<file path="config.mk">
export PLATFORM = sky130hd
export DESIGN_NAME = swtm_front
export DESIGN_NICKNAME = d
export VERILOG_FILES = /design/src/sv/swtm_pkg.sv /design/src/sv/swtm_front.sv
export SDC_FILE = /design/constraint.sdc
export NUM_CORES = 1
export LEC_CHECK = 0
export ABC_AREA = 1
export BUFFER_PORTS_ARGS = -buffer_cell sky130_fd_sc_hd__buf_2
export CAP_MARGIN = 20
export CORE_ASPECT_RATIO = 1.5
export CORE_MARGIN = 3
export CORE_UTILIZATION = 51
export CTS_CLUSTER_SIZE = 16
export DETAILED_ROUTE_END_ITERATION = 10
export PLACE_DENSITY = 0.84
export SETUP_SLACK_MARGIN = 0.3
export SLEW_MARGIN = 20
export SYNTH_ARGS = -nofsm -noshare
export SYNTH_HDL_FRONTEND = slang
export SYNTH_SLANG_ARGS = --single-unit
</file>
<file path="constraint.sdc">
create_clock -name clock -period 2 [get_ports clock]
set_input_delay 0.2 -clock clock [delete_from_list [all_inputs] [get_ports clock]]
set_output_delay 0.2 -clock clock [all_outputs]
set_load 0.1 [all_outputs]
</file>
<file path="src/sv/swtm_pkg.sv">
// ----------------------------------------------------------------------------
// Sliding window throughput meter package
// Shared types and constants for the throughput meter and its parts.
// ----------------------------------------------------------------------------
`default_nettype none

package swtm_pkg;

   localparam int unsigned DEFAULT_FIFO_DEPTH = 1024;
   localparam int unsigned TIME_W = 32;
   localparam int unsigned BYTES_W = 16;
   localparam int unsigned CFG_W = 16;
   localparam int unsigned BPS_W = 36;
   localparam int unsigned BITS_W = 39;
   localparam int unsigned PPS_W = 20;
   localparam int unsigned SCALE_W = 10;
   localparam int unsigned ADDR_W = 3;
   localparam int unsigned DATA_W = 32;

   localparam logic [SCALE_W-1:0] MS_PER_SECOND = SCALE_W'(1000);
   localparam logic [CFG_W-1:0] RESET_INTERVAL = CFG_W'(1000);
   localparam logic [CFG_W-1:0] RESET_WINDOW = CFG_W'(1000);

   localparam logic OP_PACKET = 1'b0;
   localparam logic OP_TICK = 1'b1;

   localparam logic REG_INTERVAL = 1'b0;
   localparam logic REG_WINDOW = 1'b1;

   typedef struct packed {
      logic op;
      logic [BYTES_W-1:0] packet_bytes;
   } req_type;

   typedef struct packed {
      logic [BPS_W-1:0] byte_rate;
      logic [BITS_W-1:0] bit_rate;
      logic [PPS_W-1:0] packet_rate;
      logic overflow;
   } rsp_type;

   typedef struct packed {
      logic [TIME_W-1:0] stamp;
      logic [BYTES_W-1:0] size;
   } entry_type;

   typedef struct packed {
      logic valid;
      req_type item;
   } work_type;

endpackage

`default_nettype wire

</file>
<file path="src/sv/swtm_front.sv">
// ----------------------------------------------------------------------------
// Throughput meter front end
// Accepts request beats into a two-entry queue that feeds the back end.
// ----------------------------------------------------------------------------
`default_nettype none

module swtm_front
   import swtm_pkg::*;
(
   input wire logic clock,
   input wire logic reset,
   input wire logic push,
   output logic full,
   input wire req_type req_data,
   output work_type work,
   input wire logic work_ready
);

   req_type slot_ff [2];
   logic wr_ptr_ff, wr_ptr_in;
   logic rd_ptr_ff, rd_ptr_in;
   logic [1:0] count_ff, count_in;
   logic do_push, do_pop;

   assign full = (count_ff == 2'd2);
   assign do_push = push && !full;
   assign work.valid = (count_ff != 2'd0);
   assign work.item = slot_ff[rd_ptr_ff];
   assign do_pop = work.valid && work_ready;

   always_comb begin
      wr_ptr_in = wr_ptr_ff ^ do_push;
      rd_ptr_in = rd_ptr_ff ^ do_pop;
      count_in = count_ff + 2'(do_push) - 2'(do_pop);
   end

   always_ff @(posedge clock) begin
      if (reset) begin
         wr_ptr_ff <= 1'b0;
         rd_ptr_ff <= 1'b0;
         count_ff <= 2'd0;
      end else begin
         wr_ptr_ff <= wr_ptr_in;
         rd_ptr_ff <= rd_ptr_in;
         count_ff <= count_in;
      end
   end

   always_ff @(posedge clock) begin
      if (do_push) begin
         slot_ff[wr_ptr_ff] <= req_data;
      end
   end

endmodule

`default_nettype wire

</file>
==> impl_metrics.ini, run 1 <==
[layout]
layoutNonFillerInstCount = 172
layout_cell_share_with_drive_strength_beyond_1_pct = 51.1
design.final.nets = 159
diodes = 0
area.growth.synth_to_final_pct = 41.3
final_cell_utilization_of_the_core_pct = 77.3

[synth]
synth.lib_cells_used.distinct = 13
ys_warn_count = 0
synth_xor_xnor_area_share_pct = 0
synth_cells = 88
synthSimpleGateAreaFrac_pct = 3.89
adder_cell_fraction_of_synth_area_pct = 3.31
synth_sequential_area_ratio_pct = 72.9
ys_seq_elements = 38
postSynthNetCount = 113
avgSynthCellArea_um2 = 17.2
synthMuxAreaShare_pct = 14.7
synth_compound_gate_area_share_pct = 0.663
mapped_area_um2 = 1510
main_combinational_cell_family_by_area_after_synthesis = multiplexers

[min_path]
timing.hold.worst.start = req_data[0]
timing.hold.worst_endpoint = slot_ff[0][0]
hold_path.class = input port to flip-flop
whs_path_depth = 1

[setup_path]
crit_fanout = 5
end_kind = flip-flop
reg2reg_setup_slack_ns = 0.38
crit_type = flip-flop to flip-flop
reg2reg_depth = 10
reg2reg_to = count_ff[1]
arrival_ns = 1.80
startpoint_type = flip-flop
critical_path.reg2reg.startpoint = count_ff[1]
critical_path_required_ns = 2.18

[cts]
ctsRootBufferMaster = sky130_fd_sc_hd__clkbuf_8
cts.htree.levels = 2
cts_buffer_depth = 2
clkTransAtPathRegs_ns = 0.07
cts.sinks = 38
tritoncts = done
latest_clock_arrival_within_the_worst_skew_pair_ns = 0.28
tritoncts.num_buffers = 5

[timing]
rsz_0062_raised_after_global_routing = no
fin_skew_ns = 0.00342
slew_headroom_pct = 67.8
final_clock_period_utilization_by_the_worst_path_pct = 81.2
timing.fmax_mhz = 616
final.setup.worst_slack_ns = 0.377
timing.final.hold_violations = 0
total_negative_setup_slack_ns = 0
setup_viol_count_final = 0
finalMaxSlewViolations = 0
min_clock_period_post_route_ns = 1.62
worst-slew-pin-transition_ns = 0.486

[drt]
drt.antenna.violating_nets = 0
drt_wl_total_mm = 2.71
drt-wirelength-per-cell_um = 15.8
drt_iter0_drc = 23
route.vias.total = 853
drcViolationCount = 0
vias_per_cell = 4.96
drt_first_pass_iters = 3

[grt]
grt_pass1_vias = 925
grt_start_max_net_pins = 18
globalRoute.totalOverflow = 0
grt_pass1_wl_mm = 4.32
global_route.usage.met2_pct = 32.3
grt.met1_usage_pct = 15.5
number_of_antenna_violations_at_the_first_check_in_global_routing = 0
grt_use_total_pct = 16.9
grt_busiest_layer = met2
grt_use_met3_pct = 5.11

[die]
number_of_rows_created_at_floorplan = 23
fp.dieW_um = 50.4
placeableCoreArea_um2 = 2760
initial_utilization_pct = 54.7
ioPinCount = 40
dieArea_um2 = 3660
die_height_um = 72.6

[run_status]
status = complete, no violations

[placement]
place_ws_ns = 0.208
dp_hpwl_mm = 2.11
place_inst = 164
io_buffers = 39
place.gp.congestion = 0.641

[flow_run]
max-cap-violations = 0
critical path, cell delays in order, from the launching register on:
cell	delay, ns
sky130_fd_sc_hd__dfxtp_1	0.35
sky130_fd_sc_hd__inv_1	0.11
sky130_fd_sc_hd__o21ai_0	0.26
sky130_fd_sc_hd__ha_1	0.28
sky130_fd_sc_hd__inv_1	0.06
sky130_fd_sc_hd__ha_1	0.17
sky130_fd_sc_hd__inv_1	0.06
sky130_fd_sc_hd__nand2_1	0.07
sky130_fd_sc_hd__nand3_1	0.07
sky130_fd_sc_hd__nand2_1	0.06
sky130_fd_sc_hd__nor2_1	0.04
Yosys cell counts:
cell type | count | area share (%)
sky130_fd_sc_hd__nor2_1 | 8 | 2.0
sky130_fd_sc_hd__ha_1 | 4 | 3.3
sky130_fd_sc_hd__o21ai_0 | 1 | 0.33
sky130_fd_sc_hd__mux2_2 | 9 | 6.7
sky130_fd_sc_hd__mux2_4 | 8 | 8.0
sky130_fd_sc_hd__inv_1 | 10 | 2.5
sky130_fd_sc_hd__a21oi_1 | 1 | 0.33
sky130_fd_sc_hd__edfxtp_1 | 34 | 68
sky130_fd_sc_hd__nand3_1 | 2 | 0.66
sky130_fd_sc_hd__buf_12 | 1 | 1.3
sky130_fd_sc_hd__buf_6 | 1 | 0.75
sky130_fd_sc_hd__nand2_1 | 5 | 1.2
sky130_fd_sc_hd__dfxtp_1 | 4 | 5.3
placed cells by master, fill, tap and decap left out:
cell,n
sky130_fd_sc_hd__edfxtp_1,34
sky130_fd_sc_hd__buf_2,22
sky130_fd_sc_hd__buf_12,17
sky130_fd_sc_hd__inv_1,10
sky130_fd_sc_hd__mux2_2,9
sky130_fd_sc_hd__mux2_4,8
sky130_fd_sc_hd__nor2_1,7
sky130_fd_sc_hd__nand2_1,5
sky130_fd_sc_hd__clkbuf_8,5
sky130_fd_sc_hd__dfxtp_1,3
sky130_fd_sc_hd__nand3_1,2
sky130_fd_sc_hd__ha_1,2
sky130_fd_sc_hd__ha_2,2
sky130_fd_sc_hd__bufinv_16,2
sky130_fd_sc_hd__buf_4,2
sky130_fd_sc_hd__nor2_2,1
sky130_fd_sc_hd__o21ai_0,1
sky130_fd_sc_hd__a21oi_1,1
sky130_fd_sc_hd__clkinv_1,1
sky130_fd_sc_hd__dfxtp_4,1
area by class of cell:
cell class | count | area (um^2)
clock inverters | 3 | 63.8
repair buffers | 41 | 465
well taps | 37 | 46.3
clock buffers | 5 | 68.8
inverters | 10 | 37.5
flip-flops and latches | 38 | 1100
fillers | 182 | 628
multi-input cells | 38 | 348
logic make-up (layout without fill, tap and decap cells):
group	after synthesis	in the layout
AND/OR/NAND/NOR	15	15
buffers and inverters	12	59
multiplexers	17	17
AO/OA/AOI/OAI	2	2
flip-flops	38	38
adder cells (fa/ha/maj)	4	4
flip-flops by register name (all words and copies together), names as in the netlist:
signal and count:
slot_ff 34, count_ff 2, rd_ptr_ff 1, wr_ptr_ff 1
how the worst max path moves through the flow:
| stage | from | end | slack (ns) | cells after the start |
|---|---|---|---|---|
| floorplan | count_ff[1] | slot_ff[1][0] | 0.53 | 4 |
| global placement | count_ff[1] | slot_ff[0][6] | 0.36 | 4 |
| detailed placement | count_ff[1] | slot_ff[1][6] | 0.21 | 4 |
| CTS | rd_ptr_ff | work[3] | 0.31 | 3 |
| global route | count_ff[1] | count_ff[1] | 0.30 | 10 |
| finish | count_ff[1] | count_ff[1] | 0.38 | 10 |
routing by layer:
layer  wire (um)  vias to the layer above
met4          78                        0
li1            -                      403
met3         120                        7
met1         869                      419
met5           0                        -
met2        1640                       24
repair_timing:
item | 4_1_cts | 5_1_grt
hold buffers | 0 | 0
resized for setup | 3 | 1
gates cloned | 0 | 0
endpoints found under the setup margin | 47 | 13
pin swaps | 0 | 0
setup buffers | 0 | 0
per-stage QoR:
stage          instance area (um^2)  hold WS (ns)
3_5_place_dp                   1990         0.392
2_1_floorplan                  1510         0.267
5_1_grt                        2130        0.0888
3_3_place_gp                   1990         0.389
4_1_cts                        2130        0.0909
6_report                       2130         0.102
Power of run 1 is left out: the tool's default activity adds up to more than one toggle a clock period on the data nets, which glitch-free logic cannot reach.
==> run 2: changes to the inputs <==
--- a/config.mk
+++ b/config.mk
@@ -5,15 +5,15 @@
 export SDC_FILE = /design/constraint.sdc
 export NUM_CORES = 1
 export LEC_CHECK = 0
-export ABC_AREA = 1
+export ABC_AREA = 0
 export BUFFER_PORTS_ARGS = -buffer_cell sky130_fd_sc_hd__buf_2
 export CAP_MARGIN = 20
 export CORE_ASPECT_RATIO = 1.5
 export CORE_MARGIN = 3
-export CORE_UTILIZATION = 51
+export CORE_UTILIZATION = 50
 export CTS_CLUSTER_SIZE = 16
 export DETAILED_ROUTE_END_ITERATION = 10
-export PLACE_DENSITY = 0.84
+export PLACE_DENSITY = 0.83
 export SETUP_SLACK_MARGIN = 0.3
 export SLEW_MARGIN = 20
 export SYNTH_ARGS = -nofsm -noshare
==> constraint.sdc (replaced) <==
create_clock -name clock -period 1.61 [get_ports clock]
set_input_delay 0.161 -clock clock [delete_from_list [all_inputs] [get_ports clock]]
set_output_delay 0.161 -clock clock [all_outputs]
set_load 0.1 [all_outputs]
==> impl_metrics.ini, run 2 <==
[synth]
synth_cells = 76
synth.lib_cells_used.distinct = 15
ys_seq_elements = 38
synth_enable_flop_cells = 34
synth_sequential_area_ratio_pct = 74.8
post-synth-top-area-fraction_pct = 69.3
post_synth_main_area_contributors = sky130_fd_sc_hd__edfxtp_1, sky130_fd_sc_hd__mux2_2, sky130_fd_sc_hd__dfxtp_1
proportion_of_synthesized_flip_flops_having_asynchronous_set_or_reset_pct = 0
mapped_area_um2 = 1470
synth_common_cells = sky130_fd_sc_hd__edfxtp_1, sky130_fd_sc_hd__mux2_2, sky130_fd_sc_hd__dfxtp_1, sky130_fd_sc_hd__ha_1
post_synth_top_flop = sky130_fd_sc_hd__edfxtp_1
synth_top_cell_by_area = sky130_fd_sc_hd__edfxtp_1
ys_warn_count = 0
yosysMostFrequentCell = sky130_fd_sc_hd__edfxtp_1
postSynthNetCount = 101
avgSynthCellArea_um2 = 19.4

[setup_path]
timing.critical_path.max_delay_family = flip-flops
critical_path.max_stage_delay_ns = 0.39
logic_depth_of_the_worst_setup_path_including_buffers = 3
end_kind = output port
critical_path.reg2reg.startpoint = count_ff[0]
crit_type = flip-flop to output port
critical_path.most_common_cell = sky130_fd_sc_hd__buf_12
critical_path_required_ns = 1.45
arrival_ns = 1.35
reg2reg_to = count_ff[1]
crit_fanout = 9
reg2reg_setup_slack_ns = 0.24
setup.worst_path.start = rd_ptr_ff
critPathCapture = work[3]
slowest_stage = sky130_fd_sc_hd__dfxtp_4
startpoint_type = flip-flop
crit_chain = buf_12, mux2_2, buf_12
reg2reg_depth = 6
critical_path_buf_inv_count = 2

[placement]
place.gp.congestion = 0.625
dp_hpwl_mm = 1.72
place_ws_ns = 0.113
io_buffers = 39
place_area_um2 = 1960

[grt]
grt_start_max_net_pins = 18
grt_pass1_vias = 919
globalRoute.totalOverflow = 0
grt_pass1_wl_mm = 4.27
grt_use_total_pct = 16.5
number_of_antenna_violations_at_the_first_check_in_global_routing = 0

[cts]
cts.hold.buffers_added = 0
clkTransAtPathRegs_ns = 0.07
tritoncts = done
cts_buffer_depth = 2
tritoncts.num_buffers = 5
cts.sinks = 38
cts.htree.levels = 2
ctsRootBufferMaster = sky130_fd_sc_hd__clkbuf_8
latest_clock_arrival_within_the_worst_skew_pair_ns = 0.28

[layout]
layout_common_cells = sky130_fd_sc_hd__edfxtp_1, sky130_fd_sc_hd__buf_2, sky130_fd_sc_hd__buf_12
area.growth.synth_to_final_pct = 52.9
design.final.nets = 153
final_common_cell = sky130_fd_sc_hd__edfxtp_1
flip_flop_count_of_the_largest_register_after_layout = 34
post-route-cell-area_um2 = 2250
largest_register = slot_ff
diodes = 0
layout_cell_share_with_drive_strength_beyond_1_pct = 65.9
final.fill_count = 137
largestRegisters = slot_ff (34), count_ff (2)

[drt]
drt_wl_total_mm = 3.10
drcViolationCount = 0
drt_iter0_drc = 12
drt-wirelength-per-cell_um = 18.7
vias_per_cell = 4.98
route.vias.total = 826
drt_first_pass_iters = 4
drt.antenna.violating_nets = 0

[timing]
timing.fmax_mhz = 660
final_clock_period_utilization_by_the_worst_path_pct = 94.1
rsz_0062_raised_after_global_routing = yes
timing.final.hold_violations = 0
setup_viol_count_final = 0
fin_skew_ns = 0.00241
final.setup.worst_slack_ns = 0.0955
worst-slew-pin-transition_ns = 0.242
slew_headroom_pct = 83.9
finalMaxSlewViolations = 0
min_clock_period_post_route_ns = 1.51
total_negative_setup_slack_ns = 0

[die]
placeableCoreArea_um2 = 2730
ioPinCount = 40
fp.dieW_um = 50.3
initial_utilization_pct = 53.9
dieArea_um2 = 3650
die_height_um = 72.5
number_of_rows_created_at_floorplan = 23

[power]
power.leakage_nw = 0.890
power_density_over_cell_area_nw_per_um2 = 2030
power.ir.vdd_worst_uv = 1500
finalPower_mw = 4.58

[min_path]
hold_path.class = input port to flip-flop

[flow_run]
max-cap-violations = 0

[run_status]
status = complete, no violations
[run 2: cell count changes after synthesis, moves of 2 or more]
cell and change:
sky130_fd_sc_hd__inv_1 -7, sky130_fd_sc_hd__mux2_4 -8, sky130_fd_sc_hd__mux2_2 +9, sky130_fd_sc_hd__nor2b_1 +2, sky130_fd_sc_hd__nand2_1 -4, sky130_fd_sc_hd__nor2_1 -5, sky130_fd_sc_hd__nand3_1 -2
[run 2: repair_timing]
action                     CTS  global route
setup buffers                6             0
gates cloned                 0             1
setup endpoints to repair   55            21
gates resized for setup     15            18
pin swaps                    2             0
[run 2: worst min path at each step]
stage / slack (ns) / startpoint / to / depth (start not counted)
floorplan: 0.23 / reset / wr_ptr_ff / 1
finish: 0.06 / req_data[14] / slot_ff[1][14] / 1
detailed placement: 0.35 / req_data[2] / slot_ff[1][2] / 1
CTS: 0.06 / req_data[14] / slot_ff[0][14] / 1
global route: 0.05 / req_data[7] / slot_ff[0][7] / 1
global placement: 0.35 / req_data[12] / slot_ff[0][12] / 1
[run 2: through the flow]
| step | cells | util [%] | hold WS, ns |
|---|---|---|---|
| 6_report | 166 | 82.4 | 0.0587 |
| 4_1_cts | 165 | 78.6 | 0.0601 |
| 5_1_grt | 166 | 82.4 | 0.0452 |
| 3_3_place_gp | 151 | 71.8 | 0.351 |
| 3_5_place_dp | 151 | 71.8 | 0.353 |
| 2_1_floorplan | 76 | - | 0.228 |
[run 2: cell families (layout without fill, tap and decap cells)]
logic type      Yosys count  after routing  share of synthesized area [%]
simple gates              9              9                           3.14
buf+inv                   5             58                           2.89
mux                      18             18                           13.8
xor+xnor                  1              1                           1.53
flops                    38             38                           74.8
compound gates            1              1                          0.510
fa+ha+maj                 4              4                           3.40
[run 2: layout make-up]
type                            instances  area (um^2)  share of cell area, %
Timing Repair Buffer                   47          562                   24.9
Tap cell                               37         46.3                   2.06
Clock buffer                            6         72.6                   3.22
Sequential cell                        38         1110                   49.4
Inverter                                3         11.3                  0.500
Multi-Input combinational cell         33          439                   19.5
Clock inverter                          2         8.76                  0.389
[run 2: layer usage]
layer	vias up	track usage, %	wire (um)
met3	9	4.93	138
met5	-	0	0
met4	0	7.78	95
met1	408	15.2	1030
met2	24	31.8	1840
li1	385	-	-
[run 2: worst register-to-register path, stage by stage (launching register included)]
cell,delay (ns)
sky130_fd_sc_hd__dfxtp_4,0.36
sky130_fd_sc_hd__o21a_4,0.23
sky130_fd_sc_hd__ha_4,0.26
sky130_fd_sc_hd__inv_2,0.04
sky130_fd_sc_hd__ha_4,0.15
sky130_fd_sc_hd__xnor3_1,0.19
sky130_fd_sc_hd__nor2_1,0.04
[run 2: report_power, final]
part	leakage (nW)	switching, mW	internal (mW)
sequential	0.353	0.0817	1.27
clock	0.0426	0.304	0.297
combinational	0.494	1.56	1.06
(Power assumes the default switching activity.)
